File: config.mk
export PLATFORM = sky130hd
export DESIGN_NAME = hsi2rgb_sector
export DESIGN_NICKNAME = d
export VERILOG_FILES = /design/src/rtl/core/hsi2rgb_pkg.sv /design/src/rtl/core/hsi2rgb_sector.sv
export SDC_FILE = /design/constraint.sdc
export NUM_CORES = 1
export LEC_CHECK = 0
export ABC_AREA = 1
export BUFFER_PORTS_ARGS = -buffer_cell sky130_fd_sc_hd__buf_2
export CAP_MARGIN = 20
export CORE_MARGIN = 4
export CORE_UTILIZATION = 52
export CTS_BUF_LIST = sky130_fd_sc_hd__clkbuf_4 sky130_fd_sc_hd__clkbuf_8
export DETAILED_ROUTE_END_ITERATION = 8
export PLACE_DENSITY_LB_ADDON = 0.1
export RECOVER_POWER = 25
export SLEW_MARGIN = 20
export SYNTH_ARGS = -nofsm -noshare
export SYNTH_HDL_FRONTEND = slang
export SYNTH_SLANG_ARGS = --single-unit
File: constraint.sdc
create_clock -name clk -period 4.8 [get_ports clk]
set_input_delay 0.48 -clock clk [delete_from_list [all_inputs] [get_ports clk]]
set_output_delay 0.48 -clock clk [all_outputs]
set_load 0.05 [all_outputs]
File: src/rtl/core/hsi2rgb_pkg.sv
// Shared constants, types and the hue ratio table for the HSI to RGB converter.
package hsi2rgb_pkg;

  localparam int HUE_STEPS    = 8;                 // hue steps per degree
  localparam int SECTOR_STEPS = 120 * HUE_STEPS;
  localparam int FULL_STEPS   = 360 * HUE_STEPS;
  localparam int X_W          = $clog2(SECTOR_STEPS);
  localparam int HUE_W        = 12;
  localparam int SI_W         = 9;                 // saturation and intensity, Q1.8
  localparam int K_W          = 16;                // ratio, signed Q2.14
  localparam int CHAN_BITS    = 8;
  localparam int VW           = 38;                // channel value, signed Q30
  localparam int Q_SHIFT      = 30;
  localparam int K_FRAC       = 14;
  localparam int ONE_SH       = 22;                // 1.0 in Q8.14 product units

  localparam longint Q28_ONE = 64'sd268435456;
  localparam longint PI_Q28  = 64'sd843314857;

  typedef enum logic [1:0] {
    SEC_RED_GREEN,   // blue = A, red = C, green = rest
    SEC_GREEN_BLUE,  // red = A, green = C, blue = rest
    SEC_BLUE_RED     // green = A, blue = C, red = rest
  } sector_t;

  typedef struct packed {
    sector_t             sector;
    logic [X_W-1:0]      x;
    logic [SI_W-1:0]     saturation;
    logic [SI_W-1:0]     intensity;
  } sect_t;

  typedef struct packed {
    sector_t             sector;
    logic signed [VW-1:0] a;
    logic signed [VW-1:0] c;
    logic signed [VW-1:0] rest;
  } mix_t;

  typedef struct packed {
    logic [CHAN_BITS-1:0] red;
    logic [CHAN_BITS-1:0] green;
    logic [CHAN_BITS-1:0] blue;
    logic                 clipped;
  } rgb_t;

  typedef logic signed [K_W-1:0] ratio_rom_t [SECTOR_STEPS];

  // signed quotient truncated toward zero, shift and subtract; table build only
  function automatic longint trunc_div(longint n, longint d);
    longint un;
    longint ud;
    longint rem;
    longint quo;
    logic   neg;
    neg = (n < 0) ^ (d < 0);
    un  = (n < 0) ? -n : n;
    ud  = (d < 0) ? -d : d;
    rem = 0;
    quo = 0;
    for (int b = 62; b >= 0; b--) begin
      rem = (rem << 1) | ((un >> b) & longint'(1));
      if (rem >= ud) begin
        rem = rem - ud;
        quo = quo | (longint'(1) << b);
      end
    end
    return neg ? -quo : quo;
  endfunction

  // cosine of an angle in hue steps, Q28, eleven-term series
  function automatic longint cos_steps(longint steps);
    longint theta;
    longint x2;
    longint term;
    longint sum;
    longint k;
    theta = (steps * PI_Q28 + 90 * HUE_STEPS) / (180 * HUE_STEPS);
    x2    = theta * theta / Q28_ONE;
    term  = Q28_ONE;
    sum   = Q28_ONE;
    for (k = 1; k <= 10; k++) begin
      term = trunc_div(-(term * x2 / Q28_ONE), (2 * k - 1) * (2 * k));
      sum  = sum + term;
    end
    return sum;
  endfunction

  // cos(x)/cos(60-x) in Q2.14, rounded half away from zero, saturated
  function automatic ratio_rom_t build_ratio_rom();
    ratio_rom_t rom;
    longint num;
    longint den;
    longint d;
    longint q;
    for (int x = 0; x < SECTOR_STEPS; x++) begin
      num = cos_steps(longint'(x));
      d   = longint'(60 * HUE_STEPS) - longint'(x);
      den = cos_steps((d < 0) ? -d : d);
      if (den <= 0) begin
        den = 1;
      end
      if (num >= 0) begin
        q = trunc_div(num * 32768 + den, 2 * den);
      end else begin
        q = -trunc_div(-num * 32768 + den, 2 * den);
      end
      if (q > 32767) begin
        q = 32767;
      end
      if (q < -32768) begin
        q = -32768;
      end
      rom[x] = K_W'(q);
    end
    return rom;
  endfunction

endpackage

File: src/rtl/core/hsi2rgb_sector.sv
// First stage: hue wrap, sector select and offset within the sector.
module hsi2rgb_sector import hsi2rgb_pkg::*; (
  input  logic             clk,
  input  logic             rst,
  input  logic             in_valid,
  output logic             in_ready,
  input  logic [HUE_W-1:0] hue,
  input  logic [SI_W-1:0]  saturation,
  input  logic [SI_W-1:0]  intensity,
  output logic             out_valid,
  input  logic             out_ready,
  output sect_t            out
);

  logic [HUE_W-1:0] hue_w;
  sect_t            nxt;

  assign in_ready = !out_valid || out_ready;

  always_comb begin
    hue_w = (hue >= HUE_W'(FULL_STEPS)) ? hue - HUE_W'(FULL_STEPS) : hue;
    nxt.saturation = saturation;
    nxt.intensity  = intensity;
    if (hue_w < HUE_W'(SECTOR_STEPS)) begin
      nxt.sector = SEC_RED_GREEN;
      nxt.x      = X_W'(hue_w);
    end else if (hue_w < HUE_W'(2 * SECTOR_STEPS)) begin
      nxt.sector = SEC_GREEN_BLUE;
      nxt.x      = X_W'(hue_w - HUE_W'(SECTOR_STEPS));
    end else begin
      nxt.sector = SEC_BLUE_RED;
      nxt.x      = X_W'(hue_w - HUE_W'(2 * SECTOR_STEPS));
    end
  end

  always_ff @(posedge clk) begin
    if (rst) begin
      out_valid <= 1'b0;
    end else if (in_ready) begin
      out_valid <= in_valid;
    end
    if (in_ready) begin
      out <= nxt;
    end
  end

endmodule

==> run_results.csv, run 1 <==
group,metric,value,unit
detailed_routing,antenna_left,0,
global_routing,gr-total-overflow,0,
global_routing,grt_pass1_vias,977,
synth,syn_avg_cell_area,11.28,µm²
placement,routabilityCongestion,0.9166,
timing,finalCritPeriodShare,0.4588,
timing,fmax,0.4541,GHz
placement,detailedPlace.worstSlack,2271,ps
global_routing,grt_max_degree,33,
power_and_ir_drop,p_leak,0.9636,nW
clock_network,ctsLongestPathBuffers,2,
die,coreArea,2758,µm²
setup_path,r2r_cells,2,
layout,nFillCells,230,
setup_path,startpoint_type,"input port",
clock_network,cts_resized,0,
clock_network,cts_buffers,5,
timing,hold_violations,0,
layout,antenna_cells,0,
timing,hold-worst-slack,305.5,ps
layout,mostFrequentLayoutCells,"buf_2 (62), nand2_1 (33), edfxtp_1 (30)",
synth,yosysTopAreaCell,"edfxtp_1",
global_routing,grt_pass1_wl,3.967,mm
die,start_util,0.5440,
global_routing,gr-usage-met3,0.03512,
clock_network,ctsHoldBuffers,0,
global_routing,grt_usage,0.1458,
timing,finClkSkew,3.608,ps
flow_run,maxCapViolations,0,
clock_network,worstSkewPairLatency,310,ps
synth,yosys_warnings,0,
setup_path,crit_type,"input port to flop",
layout,finalNetCount,244,
setup_path,crit_path_end_kind,"flop",
clock_network,cts.clk_slew.worst_paths,90,ps
synth,synth_seq_cells,31,
timing,fin_crit,2202,ps
setup_path,path_max_fanout,7,
detailed_routing,wl_per_cell,12.03,µm
setup_path,worstReg2RegStart,"out_valid",
clock_network,cts_tree,"yes",
worst_hold_path,hold_path.class,"input port to flop",
setup_path,crit_arrival,2280,ps
detailed_routing,first_iter_violations,34,
clock_network,post_cts_buffers,0,
synth,yosys-top-cells-area,"edfxtp_1 (60%), nand2_1 (8.3%), inv_1 (5.3%), ha_1 (3.3%), nand2_4 (3.0%)",
global_routing,grt_use_met1,0.1570,
synth,yosys.area.top_type_share,0.6005,
synth,synth_cells,133,
clock_network,htree_levels,2,
placement,hpwlAfterDp,2.304,mm
timing,rsz0062_at_grt,"false",
timing,setup_ws,2598,ps
power_and_ir_drop,powerDensity,355.7,nW/µm²
placement,portBuffers,65,
detailed_routing,wirelength,2.863,mm
die,die_height,61.71,µm
detailed_routing,drt-pass1-iter-count,4,
die,ios,66,
power_and_ir_drop,power.total,0.0006903,W
synth,syn_nets,171,
clock_network,cts_root_buffer,"clkbuf_4",
die,die-width,61.71,µm
setup_path,ff2ff_setup_slack,3730,ps
power_and_ir_drop,vdd_drop_max,0.2645,mV
timing,tightest_slew,377.7,ps
synth,netlist_area,1500,µm²
setup_path,cp_data_required_time,4880,ps
global_routing,top_usage_layer,"met2",
clock_network,cts_sinks,31,
global_routing,grt_antenna_before_repair,0,
global_routing,use_met2,0.2556,
layout,drive_gt1_frac,0.4396,
timing,maxSlewViolCount,0,
synth,ys_seq_area_frac,0.6138,
synth,synth_cell_types,24,
status,outcome,"finished, final reports clean",
timing,finalSetupTns,0,ps
die,die-area,3808,µm²
layout,area_growth_syn_to_layout,29.36,%
timing,slew_headroom,0.7482,
setup_path,r2r-end,"out[10]",
setup_path,crit_end,"out[27]",
layout,mostFrequentLayoutCell,"buf_2",
detailed_routing,vias_per_cell,4.777,
setup_path,worstSetupStartpoint,"hue[6]",
detailed_routing,drc,0,
detailed_routing,vias,1137,
timing,setup_viol,0,
die,rows,19,
layout make-up:
| cell class | count | area, µm² | area share |
|---|---|---|---|
| repair buffers | 66 | 329.1 | 0.1696 |
| clock buffers | 8 | 72.57 | 0.03740 |
| well taps | 31 | 38.79 | 0.01999 |
| multi-input cells | 78 | 489.2 | 0.2521 |
| inverters | 24 | 90.09 | 0.04642 |
| flip-flops and latches | 31 | 920.9 | 0.4745 |
cells by family after synthesis:
| kind of cell | share of synthesized area |
|---|---|
| and+or+nand+nor | 0.2244 |
| DFF | 0.6138 |
| buffers and inverters | 0.06005 |
| AOI/OAI and AO/OA | 0.03252 |
| xor gates and xnor gates | 0.03587 |
| adders and majority gates | 0.03336 |
per-layer routing:
layer  up-vias  part of all wire
li1        580                 -
met1       501              0.37
met2        52              0.51
met3         4              0.10
met4         0             0.015
met5         -                 0
synthesized netlist by cell type, drive strengths merged:
library cell and count:
o211ai 1, nor2 11, xor2 3, edfxtp 30, a21oi 3, inv 24
a211oi 1, nand3 10, xnor2 1, o21ai 3, ha 4, nand2 41
dfxtp 1
sequential cells by signal, summed over array words and instances (netlist names):
| signal | flops |
|---|---|
| out | 30 |
| out_valid | 1 |
critical path, stage by stage:
cell and delay [ps]:
buf_2 160, inv_1 70, ha_1 230, o21ai_2 170
nand2_2 140, nand2_8 130, xor2_4 200, ha_1 230
nand3_2 100, nand2_4 90, nand3_1 90, nor2_1 130
nor2_2 40
power by group:
part | leakage (nW) | switching (W) | internal, W | total [W]
clock | 0.0420 | 0.0000795 | 0.0000918 | 0.000171
sequential | 0.320 | 0.00000482 | 0.000324 | 0.000329
combinational | 0.602 | 0.000142 | 0.0000484 | 0.000190
total | 0.964 | 0.000226 | 0.000464 | 0.000690
stage by stage:
stage	instance area (µm²)	util	instances
6_report	1941	0.7037	238
2_1_floorplan	1500	-	133
5_1_grt	1941	0.7037	238
3_3_place_gp	1872	0.6788	230
4_1_cts	1944	0.7051	238
3_5_place_dp	1872	0.6788	230
worst min path at each step:
stage,start,to,cells after the start
6_report,rst,out_valid,2
5_1_grt,rst,out_valid,2
4_1_cts,rst,out_valid,2
3_5_place_dp,rst,out_valid,2
3_3_place_gp,rst,out_valid,2
2_1_floorplan,rst,out_valid,1
Note: power is estimated with default switching activity, not from simulation.
==> inputs of run 2 (changes only) <==
--- a/config.mk
+++ b/config.mk
@@ -9,7 +9,7 @@
 export BUFFER_PORTS_ARGS = -buffer_cell sky130_fd_sc_hd__buf_2
 export CAP_MARGIN = 20
 export CORE_MARGIN = 4
-export CORE_UTILIZATION = 52
+export CORE_UTILIZATION = 48
 export CTS_BUF_LIST = sky130_fd_sc_hd__clkbuf_4 sky130_fd_sc_hd__clkbuf_8
 export DETAILED_ROUTE_END_ITERATION = 8
 export PLACE_DENSITY_LB_ADDON = 0.1
==> constraint.sdc (replaced) <==
create_clock -name clk -period 2.14 [get_ports clk]
set_input_delay 0.214 -clock clk [delete_from_list [all_inputs] [get_ports clk]]
set_output_delay 0.214 -clock clk [all_outputs]
set_load 0.05 [all_outputs]
==> run 2 against run 1 <==
  * Sequential share of layout area is 0.69 points lower
  * Clock power increased by 91%
  * Clock skew is 1.0 ps lower
  * Final area rose by 1.5%
  * First-iteration DRC count rose by 32%
  * Register-to-register slack got worse by 2800 ps
  * Worst hold slack got worse by 270 ps
  * Setup slack lost 2300 ps
  * Wire length is 3.2% lower
  * Die area is 7.2% higher
  * Critical path depth rose by 1
==> run_results.csv, run 2 (same netlist as run 1, synthesis figures left out) <==
group,metric,value,unit
status,outcome,"finished, final reports clean",
power_and_ir_drop,powerDensity,759.6,nW/µm²
detailed_routing,wirelength,2.770,mm
global_routing,grt_antenna_before_repair,0,
timing,rsz0062_at_grt,"false",
global_routing,grt_max_degree,22,
flow_run,maxCapViolations,0,
layout,largest_reg_flops,30,
clock_network,ctsHoldBuffers,0,
layout,finalNetCount,246,
setup_path,worstSetupStartpoint,"hue[6]",
detailed_routing,drc,0,
setup_path,worstReg2RegStart,"out_valid",
setup_path,cp_slowest_cell,"ha_1",
die,die-width,63.91,µm
clock_network,cts_resized,0,
power_and_ir_drop,vdd_drop_max,0.2657,mV
clock_network,cts_sinks,31,
layout,top_register,"out",
clock_network,cts_root_buffer,"clkbuf_4",
timing,fin_crit,1836,ps
die,coreArea,3028,µm²
global_routing,gr-total-overflow,0,
layout,mostFrequentLayoutCells,"buf_2 (62), nand2_1 (33), edfxtp_1 (30)",
layout,drive_gt1_frac,0.4450,
clock_network,htree_levels,2,
clock_network,ctsLongestPathBuffers,2,
global_routing,grt_pass1_vias,1071,
layout,mostFrequentLayoutCell,"buf_2",
setup_path,crit_type,"input port to flop",
die,ios,66,
power_and_ir_drop,p_leak,0.9733,nW
detailed_routing,vias,1127,
setup_path,crit_path_end_kind,"flop",
detailed_routing,antenna_left,0,
timing,finalCritPeriodShare,0.8581,
worst_hold_path,min_from,"rst",
setup_path,startpoint_type,"input port",
setup_path,path_delay_family,"simple AND/OR/NAND/NOR gates",
timing,slew_headroom,0.6609,
clock_network,worstSkewPairLatency,320,ps
die,start_util,0.4955,
global_routing,grt_pass1_wl,4.609,mm
timing,hold-worst-slack,37.37,ps
detailed_routing,first_iter_violations,45,
setup_path,cp_slowest_stage_delay,230,ps
clock_network,cts_tree,"yes",
timing,setup_ws,303.6,ps
die,die_height,63.91,µm
detailed_routing,vias_per_cell,4.455,
timing,hold_violations,0,
setup_path,path_max_fanout,7,
setup_path,ff2ff_setup_slack,910,ps
setup_path,worstPathBufferInverterCount,2,
placement,hpwlAfterDp,2.289,mm
setup_path,cp_data_required_time,2230,ps
placement,detailedPlace.worstSlack,-29.99,ps
timing,setup_viol,0,
layout,multi_input_area,489.2,µm²
timing,maxSlewViolCount,0,
clock_network,cts.clk_slew.worst_paths,90,ps
worst_hold_path,hold_path.class,"input port to flop",
layout,seqCellArea,920.9,µm²
timing,finClkSkew,2.582,ps
layout,area_growth_syn_to_layout,31.28,%
detailed_routing,wl_per_cell,10.95,µm
detailed_routing,drt-pass1-iter-count,4,
clock_network,cts_buffers,5,
global_routing,grt_usage,0.1473,
die,die-area,4084,µm²
setup_path,crit_arrival,1920,ps
die,rows,20,
placement,dpl.cell_count,245,
setup_path,path_cells,"buf_2, inv_1, ha_1, o21ai_2, nand2_2, nand2_8, nand2_1, nand2_1, ha_1, nand3_2, nand2_4, nand3_1, nor2_1, nor2_2",
placement,portBuffers,65,
clock_network,post_cts_buffers,0,
layout,reg.largest.list,"out x30, out_valid x1",
placement,routabilityCongestion,0.9040,
timing,tightest_slew,507.4,ps
layout,final_cell_count_no_fill,253,
layout,nFillCells,249,
timing,fmax,0.5446,GHz
layout,antenna_cells,0,
-- run 2: cell type report --
class                      instances  share of cell area
multi-input combinational         78              0.2484
timing repair buffer              68              0.1811
inverter                          24             0.04574
clock inverter                     1            0.002541
clock buffer                       7             0.02668
sequential                        31              0.4676
tap                               44             0.02795
-- run 2: stage by stage --
step | total power (W) | TNS [ps] | utilization | instance area (µm²)
finish | 0.001496 | 0 | 0.6504 | 1969
global route | 0.001577 | 0 | 0.6504 | 1969
CTS | 0.001513 | 0 | 0.6517 | 1973
detailed placement | 0.001187 | -29.99 | 0.6326 | 1916
global placement | 0.001181 | 0 | 0.6326 | 1916
floorplan | 0.001074 | 0 | - | 1500
-- run 2: path summary, 6_finish.rpt --
check              endpoint  cells after the start
hold / removal    out_valid                      2
setup reg to reg     out[7]                      2
setup / recovery    out[27]                     14
hold reg to reg   out_valid                      2
-- run 2: power breakdown --
part	switching (W)	internal, W	leakage (nW)
Combinational	0.000318	0.000114	0.617
Sequential	0.0000103	0.000726	0.320
Clock	0.000174	0.000153	0.0361
-- run 2: metal layers --
layer / vias up / share of wire / track usage
met1: 495 / 0.38 / 0.1509
met4: 0 / 0.023 / 0.07278
met5: - / 0 / 0
met3: 8 / 0.078 / 0.05448
li1: 580 / - / -
met2: 44 / 0.52 / 0.2606
